==> config.mk <==
export PLATFORM = sky130hd
export DESIGN_NAME = telnet_receive_line_filter_flat
export DESIGN_NICKNAME = d
export VERILOG_FILES = /design/src/rtl/tlf_pkg.sv /design/src/rtl/tlf_if.sv /design/src/rtl/telnet_receive_line_filter.sv /design/src/rtl/tlf_parser.sv /design/src/flat_wrapper.sv
export SDC_FILE = /design/constraint.sdc
export NUM_CORES = 1
export LEC_CHECK = 0
export ABC_AREA = 1
export CAP_MARGIN = 10
export CORE_MARGIN = 1
export CORE_UTILIZATION = 40
export CTS_BUF_LIST = sky130_fd_sc_hd__clkbuf_4 sky130_fd_sc_hd__clkbuf_8
export CTS_CLUSTER_SIZE = 8
export DETAILED_ROUTE_END_ITERATION = 16
export DONT_BUFFER_PORTS = 1
export HOLD_SLACK_MARGIN = 0.05
export PLACE_DENSITY_LB_ADDON = 0.12
export SYNTH_ARGS = -nofsm -noshare
export SYNTH_HDL_FRONTEND = slang
export SYNTH_SLANG_ARGS = --single-unit
==> constraint.sdc <==
create_clock -name clk -period 6.5 [get_ports clk]
set_input_delay 1.3 -clock clk [delete_from_list [all_inputs] [get_ports clk]]
set_output_delay 1.3 -clock clk [all_outputs]
set_load 0.02 [all_outputs]
==> src/rtl/tlf_pkg.sv <==
// types, codes and constants shared by the telnet receive line filter
package tlf_pkg;

    localparam int BYTE_W  = 8;
    localparam int INDEX_W = 12;
    localparam int COUNT_W = 13;

    localparam logic [COUNT_W-1:0] LIMIT_RESET = 13'd514;
    localparam logic [COUNT_W-1:0] LIMIT_MIN   = 13'd1;
    localparam logic [COUNT_W-1:0] LIMIT_MAX   = 13'd4096;

    localparam logic [BYTE_W-1:0] TN_IAC     = 8'd255;
    localparam logic [BYTE_W-1:0] TN_DONT    = 8'd254;
    localparam logic [BYTE_W-1:0] TN_DO      = 8'd253;
    localparam logic [BYTE_W-1:0] TN_WONT    = 8'd252;
    localparam logic [BYTE_W-1:0] TN_WILL    = 8'd251;
    localparam logic [BYTE_W-1:0] OPT_BINARY = 8'd0;
    localparam logic [BYTE_W-1:0] OPT_SGA    = 8'd3;
    localparam logic [BYTE_W-1:0] CH_CR      = 8'd13;
    localparam logic [BYTE_W-1:0] CH_LF      = 8'd10;
    localparam logic [BYTE_W-1:0] CH_NUL     = 8'd0;

    localparam logic KIND_DATA  = 1'b0;
    localparam logic KIND_REPLY = 1'b1;

    typedef enum logic [2:0] {
        MODE_DATA = 3'd0,
        MODE_CMD  = 3'd1,
        MODE_DO   = 3'd2,
        MODE_DONT = 3'd3,
        MODE_WILL = 3'd4,
        MODE_WONT = 3'd5
    } mode_t;

    typedef struct packed {
        logic               kind;
        logic [BYTE_W-1:0]  byte_value;
        logic [INDEX_W-1:0] line_index;
        logic               line_end;
        logic               last;
    } res_t;

    typedef struct packed {
        mode_t              mode_next;
        logic [COUNT_W-1:0] count_next;
        logic [1:0]         nres;
        res_t [2:0]         res;
    } parse_t;

endpackage

==> src/rtl/tlf_if.sv <==
// valid/ready channel interfaces for received bytes, results and configuration
interface tlf_in_if;
    logic                       valid;
    logic                       ready;
    logic [tlf_pkg::BYTE_W-1:0] rx_byte;

    modport source (output valid, output rx_byte, input ready);
    modport sink   (input valid, input rx_byte, output ready);
endinterface

interface tlf_out_if;
    logic                        valid;
    logic                        ready;
    logic                        kind;
    logic [tlf_pkg::BYTE_W-1:0]  byte_value;
    logic [tlf_pkg::INDEX_W-1:0] line_index;
    logic                        line_end;
    logic                        last;

    modport source (output valid, output kind, output byte_value, output line_index,
                    output line_end, output last, input ready);
    modport sink   (input valid, input kind, input byte_value, input line_index,
                    input line_end, input last, output ready);
endinterface

interface tlf_cfg_if;
    logic                        valid;
    logic                        ready;
    logic [tlf_pkg::COUNT_W-1:0] data;

    modport source (output valid, output data, input ready);
    modport sink   (input valid, input data, output ready);
endinterface

==> src/rtl/telnet_receive_line_filter.sv <==
// telnet receive filter top level: input register, parser, result burst register
// path: a byte goes from the input register through the parser into the result register
// throughput: one byte per cycle when tx is ready; a reply to DO holds the result
// register for its three reply items, during which at most one more byte is taken in
// reset: rst_n clears parser mode, line count, valid flags and sets line_limit to 514
module telnet_receive_line_filter (
    input  logic      clk,
    input  logic      rst_n,
    tlf_in_if.sink    rx,
    tlf_out_if.source tx,
    tlf_cfg_if.sink   cfg
);

    logic                        in_vld_reg;
    logic                        in_vld_next;
    logic [tlf_pkg::BYTE_W-1:0]  in_byte_reg;
    logic [tlf_pkg::BYTE_W-1:0]  in_byte_next;
    tlf_pkg::mode_t              mode_reg;
    tlf_pkg::mode_t              mode_next;
    logic [tlf_pkg::COUNT_W-1:0] count_reg;
    logic [tlf_pkg::COUNT_W-1:0] count_next;
    logic [tlf_pkg::COUNT_W-1:0] limit_reg;
    logic [tlf_pkg::COUNT_W-1:0] limit_next;
    logic                        busy_reg;
    logic                        busy_next;
    logic [1:0]                  total_reg;
    logic [1:0]                  total_next;
    logic [1:0]                  pos_reg;
    logic [1:0]                  pos_next;
    tlf_pkg::res_t [2:0]         res_reg;
    tlf_pkg::res_t [2:0]         res_next;

    tlf_pkg::parse_t             parse;
    tlf_pkg::res_t               cur;
    logic                        out_fire;
    logic                        at_last;
    logic                        stage_free;
    logic                        in_take;

    tlf_parser u_parser (
        .rx_byte    (in_byte_reg),
        .mode       (mode_reg),
        .line_count (count_reg),
        .line_limit (limit_reg),
        .parse      (parse)
    );

    assign out_fire   = busy_reg && tx.ready;
    assign at_last    = (pos_reg == (total_reg - 2'd1));
    assign stage_free = !busy_reg || (tx.ready && at_last);
    assign in_take    = in_vld_reg && stage_free;

    assign rx.ready  = !in_vld_reg || stage_free;
    assign cfg.ready = 1'b1;

    assign cur           = res_reg[pos_reg];
    assign tx.valid      = busy_reg;
    assign tx.kind       = cur.kind;
    assign tx.byte_value = cur.byte_value;
    assign tx.line_index = cur.line_index;
    assign tx.line_end   = cur.line_end;
    assign tx.last       = cur.last;

    always_comb
    begin
        in_vld_next  = in_vld_reg;
        in_byte_next = in_byte_reg;
        if (rx.valid && rx.ready)
        begin
            in_vld_next  = 1'b1;
            in_byte_next = rx.rx_byte;
        end
        else if (in_take)
        begin
            in_vld_next = 1'b0;
        end
    end

    always_comb
    begin
        limit_next = limit_reg;
        if (cfg.valid && cfg.ready)
        begin
            limit_next = cfg.data;
        end
    end

    always_comb
    begin
        mode_next  = mode_reg;
        count_next = count_reg;
        busy_next  = busy_reg;
        total_next = total_reg;
        pos_next   = pos_reg;
        res_next   = res_reg;
        if (out_fire)
        begin
            if (at_last)
            begin
                busy_next = 1'b0;
            end
            else
            begin
                pos_next = pos_reg + 2'd1;
            end
        end
        if (in_take)
        begin
            mode_next  = parse.mode_next;
            count_next = parse.count_next;
            if (parse.nres != 2'd0)
            begin
                busy_next  = 1'b1;
                total_next = parse.nres;
                pos_next   = 2'd0;
                res_next   = parse.res;
            end
        end
    end

    always_ff @(posedge clk or negedge rst_n)
    begin
        if (!rst_n)
        begin
            in_vld_reg <= 1'b0;
            mode_reg   <= tlf_pkg::MODE_DATA;
            count_reg  <= '0;
            limit_reg  <= tlf_pkg::LIMIT_RESET;
            busy_reg   <= 1'b0;
            total_reg  <= 2'd1;
            pos_reg    <= 2'd0;
        end
        else
        begin
            in_vld_reg <= in_vld_next;
            mode_reg   <= mode_next;
            count_reg  <= count_next;
            limit_reg  <= limit_next;
            busy_reg   <= busy_next;
            total_reg  <= total_next;
            pos_reg    <= pos_next;
        end
    end

    always_ff @(posedge clk)
    begin
        in_byte_reg <= in_byte_next;
        res_reg     <= res_next;
    end

endmodule

==> src/rtl/tlf_parser.sv <==
// combinational telnet command parser and line assembler for one byte
module tlf_parser (
    input  logic [tlf_pkg::BYTE_W-1:0]  rx_byte,
    input  tlf_pkg::mode_t              mode,
    input  logic [tlf_pkg::COUNT_W-1:0] line_count,
    input  logic [tlf_pkg::COUNT_W-1:0] line_limit,
    output tlf_pkg::parse_t             parse
);

    logic [tlf_pkg::COUNT_W-1:0] lim;
    logic [tlf_pkg::COUNT_W-1:0] count_inc;
    logic                        ends;
    logic [tlf_pkg::BYTE_W-1:0]  reply;

    always_comb
    begin
        if (line_limit < tlf_pkg::LIMIT_MIN)
        begin
            lim = tlf_pkg::LIMIT_MIN;
        end
        else if (line_limit > tlf_pkg::LIMIT_MAX)
        begin
            lim = tlf_pkg::LIMIT_MAX;
        end
        else
        begin
            lim = line_limit;
        end
    end

    assign count_inc = line_count + 13'd1;
    assign ends      = (count_inc >= lim) || (rx_byte == tlf_pkg::CH_LF);
    assign reply     = ((rx_byte == tlf_pkg::OPT_SGA) || (rx_byte == tlf_pkg::OPT_BINARY))
                       ? tlf_pkg::TN_WILL : tlf_pkg::TN_WONT;

    always_comb
    begin
        parse            = '0;
        parse.mode_next  = tlf_pkg::MODE_DATA;
        parse.count_next = line_count;
        unique case (mode)
            tlf_pkg::MODE_CMD:
            begin
                priority if (rx_byte == tlf_pkg::TN_DO)
                begin
                    parse.mode_next = tlf_pkg::MODE_DO;
                end
                else if (rx_byte == tlf_pkg::TN_DONT)
                begin
                    parse.mode_next = tlf_pkg::MODE_DONT;
                end
                else if (rx_byte == tlf_pkg::TN_WILL)
                begin
                    parse.mode_next = tlf_pkg::MODE_WILL;
                end
                else if (rx_byte == tlf_pkg::TN_WONT)
                begin
                    parse.mode_next = tlf_pkg::MODE_WONT;
                end
                else
                begin
                    parse.mode_next = tlf_pkg::MODE_DATA;
                end
            end
            tlf_pkg::MODE_DO:
            begin
                parse.nres              = 2'd3;
                parse.res[0].kind       = tlf_pkg::KIND_REPLY;
                parse.res[0].byte_value = tlf_pkg::TN_IAC;
                parse.res[1].kind       = tlf_pkg::KIND_REPLY;
                parse.res[1].byte_value = reply;
                parse.res[2].kind       = tlf_pkg::KIND_REPLY;
                parse.res[2].byte_value = rx_byte;
                parse.res[2].last       = 1'b1;
            end
            tlf_pkg::MODE_DONT, tlf_pkg::MODE_WILL, tlf_pkg::MODE_WONT:
            begin
                parse.nres = 2'd0;
            end
            default:
            begin
                priority if (rx_byte == tlf_pkg::TN_IAC)
                begin
                    parse.mode_next = tlf_pkg::MODE_CMD;
                end
                else if (rx_byte == tlf_pkg::CH_NUL)
                begin
                    parse.nres = 2'd0;
                end
                else if ((line_count == '0) && (rx_byte == tlf_pkg::CH_CR))
                begin
                    parse.nres = 2'd0;
                end
                else
                begin
                    parse.nres              = 2'd1;
                    parse.res[0].kind       = tlf_pkg::KIND_DATA;
                    parse.res[0].byte_value = rx_byte;
                    parse.res[0].line_index = line_count[tlf_pkg::INDEX_W-1:0];
                    parse.res[0].line_end   = ends;
                    parse.res[0].last       = 1'b1;
                    parse.count_next        = ends ? '0 : count_inc;
                end
            end
        endcase
    end

endmodule

==> src/flat_wrapper.sv <==
// flat-port wrapper written by rule: the top's interface ports become plain ports
module telnet_receive_line_filter_flat 
  (clk, rst_n, rx_valid, rx_rx_byte, rx_ready, tx_valid, tx_kind, tx_byte_value, tx_line_index, tx_line_end, tx_last, tx_ready, cfg_valid, cfg_data, cfg_ready);
  tlf_in_if rx_i ();
  tlf_out_if tx_i ();
  tlf_cfg_if cfg_i ();
  input  logic clk;
  input  logic rst_n;
  input wire logic [$bits(rx_i.valid)-1:0] rx_valid;
  input wire logic [$bits(rx_i.rx_byte)-1:0] rx_rx_byte;
  output wire logic [$bits(rx_i.ready)-1:0] rx_ready;
  output wire logic [$bits(tx_i.valid)-1:0] tx_valid;
  output wire logic [$bits(tx_i.kind)-1:0] tx_kind;
  output wire logic [$bits(tx_i.byte_value)-1:0] tx_byte_value;
  output wire logic [$bits(tx_i.line_index)-1:0] tx_line_index;
  output wire logic [$bits(tx_i.line_end)-1:0] tx_line_end;
  output wire logic [$bits(tx_i.last)-1:0] tx_last;
  input wire logic [$bits(tx_i.ready)-1:0] tx_ready;
  input wire logic [$bits(cfg_i.valid)-1:0] cfg_valid;
  input wire logic [$bits(cfg_i.data)-1:0] cfg_data;
  output wire logic [$bits(cfg_i.ready)-1:0] cfg_ready;
  assign rx_i.valid = rx_valid;
  assign rx_i.rx_byte = rx_rx_byte;
  assign rx_ready = rx_i.ready;
  assign tx_valid = tx_i.valid;
  assign tx_kind = tx_i.kind;
  assign tx_byte_value = tx_i.byte_value;
  assign tx_line_index = tx_i.line_index;
  assign tx_line_end = tx_i.line_end;
  assign tx_last = tx_i.last;
  assign tx_i.ready = tx_ready;
  assign cfg_i.valid = cfg_valid;
  assign cfg_i.data = cfg_data;
  assign cfg_ready = cfg_i.ready;
  telnet_receive_line_filter u_core (.clk(clk), .rst_n(rst_n), .rx(rx_i), .tx(tx_i), .cfg(cfg_i));
endmodule
==> qor.yml <==
rsz0062_at_grt: "no"
synthTopCellsByCount: "nand2_1 (117), nor2_1 (68), inv_1 (53)"
synthCells: 474
grt_max_degree: 39
clk_pin_slew_ns: 0.07
hold_depth: 2
synth.distinct_cells: 34
crit_chain: "inv_4, nor2_1, a22o_1"
grt_remaining_overflow: 0
die_h_um: 104.1
reg2regPathDepth: 16
drt_iter0_markers: 164
ys_seq_elements: 78
wirelength_um: 8318
clock-root-buffer: "clkbuf_8"
async_reset_ff_frac: 0.4487
drcViolationCount: 0
cts_made_buffers: 9
cts_hold_buf: 0
synth.most_common_cell: "nand2_1"
cts.repair.resized: 0
hp-class: "register to register"
routed_via_density: 4.942
power_leakage_nw: 2.065
required_ns: 5.20
power_mw: 1.801
hpwlAfterDp_um: 6070
dr.pass1.iters: 4
path_max_fanout: 17
yosysSeqAreaShare: 0.5209
setup_viol: 0
largest_reg_flops: 35
die_area_mm2: 0.01083
nets: 509
synth.net_count: 515
worst_setup_path_end_kind: "primary output"
hold_viol_final: 0
hp-start: "u_core.total_reg[0]"
cts_sinks: 78
yosysTopAreaCell: "edfxtp_1"
power_density_mw_per_mm2: 402.8
cts_htree_levels: 3
slew-limit-headroom: 0.2477
crit_arrival_ns: 2.05
status: "finished clean"
drive_gt1_frac: 0.08457
num_antenna_cells: 0
cpMaxStageDelayCell: "dfrtp_1"
syn_avg_cell_area_um2: 8.793
finish.utilization: 0.4492
clock_skew_ns: 0.006665
hold_end: "u_core.total_reg[0]"
maxCapViolCount: 0
row_count: 36
syn_area_mm2: 0.004168
slew_violations: 0
rrSetupSlack_ns: 3.40
antenna_found_initial: 0
ys_warn_count: 0
wl_per_cell_um: 13.73
synth.area.top_cells: "edfxtp_1 (31%), dfrtp_1 (19%), nand2_1 (11%)"
synth_ff_type: "edfxtp_1"
ios: 52
worstReg2RegEnd: "u_core.count_reg[0]"
post-cts-setup-buffers: 0
synth_top_area_frac: 0.3098
critical_path.startpoint_type: "register"
start_util: 0.4187
timing.final.crit_share: 0.5156
vias: 2995
grt_usage: 0.1678
ant_nets: 0
die_w_um: 104.1
tightestPinTransition_ns: 1.126
grt_pass1_vias: 2866
ir_worst_vdd_mv: 0.1885
worstSetupPathType: "register to primary output"
port-buffer-count: 0
insertion_delay_ns: 0.34
r2r-start: "u_core.count_reg[0]"
gp_congestion: 0.7812
fin_crit_ns: 3.352
area_growth_pct: 7.295
grt_first_pass_wirelength_um: 14250
slowest_delay_ns: 0.69
finalSetupTns_ns: 0
fmax_mhz: 298.4
hold_ws_ns: 0.4883
synth_edf_count: 43
tritoncts: "yes"
core_area_mm2: 0.009955
cts_buffer_depth: 2
-- logic make-up (layout without fill, tap and decap cells) --
group	count (synthesis)	count (layout)	share of synthesized area
simple gates	246	246	0.2552
flops	78	78	0.5209
buf+inv	72	71	0.07265
compound gates	39	39	0.05044
fa+ha+maj	15	15	0.04503
xor+xnor	12	12	0.02522
mux	11	11	0.02972
other cells	1	1	0.0008998
-- cell usage in the layout (no fill, tap or decap), types with 2 or more instances in the layout --
| cell | synthesis | layout |
|---|---|---|
| nor4_1 | 3 | 3 |
| bufinv_16 | 0 | 2 |
| nor2_1 | 68 | 68 |
| nand2_2 | 3 | 3 |
| nand3_4 | 2 | 2 |
| clkbuf_8 | 0 | 10 |
| nand4_1 | 6 | 6 |
| ha_1 | 15 | 15 |
| dfstp_2 | 3 | 3 |
| mux2_2 | 11 | 11 |
| a21oi_1 | 5 | 5 |
| clkbuf_4 | 0 | 2 |
| dfrtp_1 | 32 | 32 |
| inv_1 | 53 | 53 |
| nor3_1 | 3 | 3 |
| xor2_1 | 11 | 11 |
| o21ai_0 | 28 | 28 |
| nand3_1 | 41 | 41 |
| edfxtp_1 | 43 | 43 |
| nand2_1 | 117 | 117 |
-- how the worst max path moves through the flow --
stage / startpoint / end / slack (ns) / depth (start not counted)
after floorplan: tx_ready / u_core.res_reg[0] / 3.42 / 5
after global placement: tx_ready / u_core.res_reg[9] / 3.35 / 5
after detailed placement: tx_ready / u_core.res_reg[12] / 3.38 / 5
after CTS: u_core.pos_reg[1] / tx_last / 3.11 / 3
after global routing: u_core.pos_reg[1] / tx_byte_value[5] / 2.94 / 4
final: u_core.pos_reg[1] / tx_last / 3.15 / 3
-- metal layers --
layer	vias to the layer above	share of wire	GRT usage
li1	1528	-	-
met1	1388	0.52	0.2365
met2	75	0.43	0.2443
met3	4	0.045	0.04762
met4	0	0.0082	0.06224
met5	-	0	0
-- report_power, final --
group          internal, mW  switching, mW
registers             0.700         0.0783
clock network         0.234          0.170
logic                 0.154          0.464
-- area by class of cell --
cell class	instances	area, µm²
fill	1004	5483
sequential	78	2171
multi-input combinational	324	1702
inverter	55	209.0
tap	133	166.4
clock buffer	12	152.6
clock inverter	4	71.32
-- critical path, delay by kind of cell (launching register included) --
| family | cells | cell delay [ns] |
|---|---|---|
| DFF | 1 | 0.69 |
| buffers and inverters | 1 | 0.10 |
| AOI/OAI and AO/OA | 1 | 0.38 |
| and+or+nand+nor | 1 | 0.54 |
-- metrics by stage --
stage	setup WS, ns	cell area, µm²	std cells
5_1_grt	2.942	4472	606
2_1_floorplan	3.416	4168	474
4_1_cts	3.113	4472	606
3_3_place_gp	3.351	4248	590
6_report	3.148	4472	606
3_5_place_dp	3.381	4248	590
No activity file was read; power rests on OpenSTA's default activity.
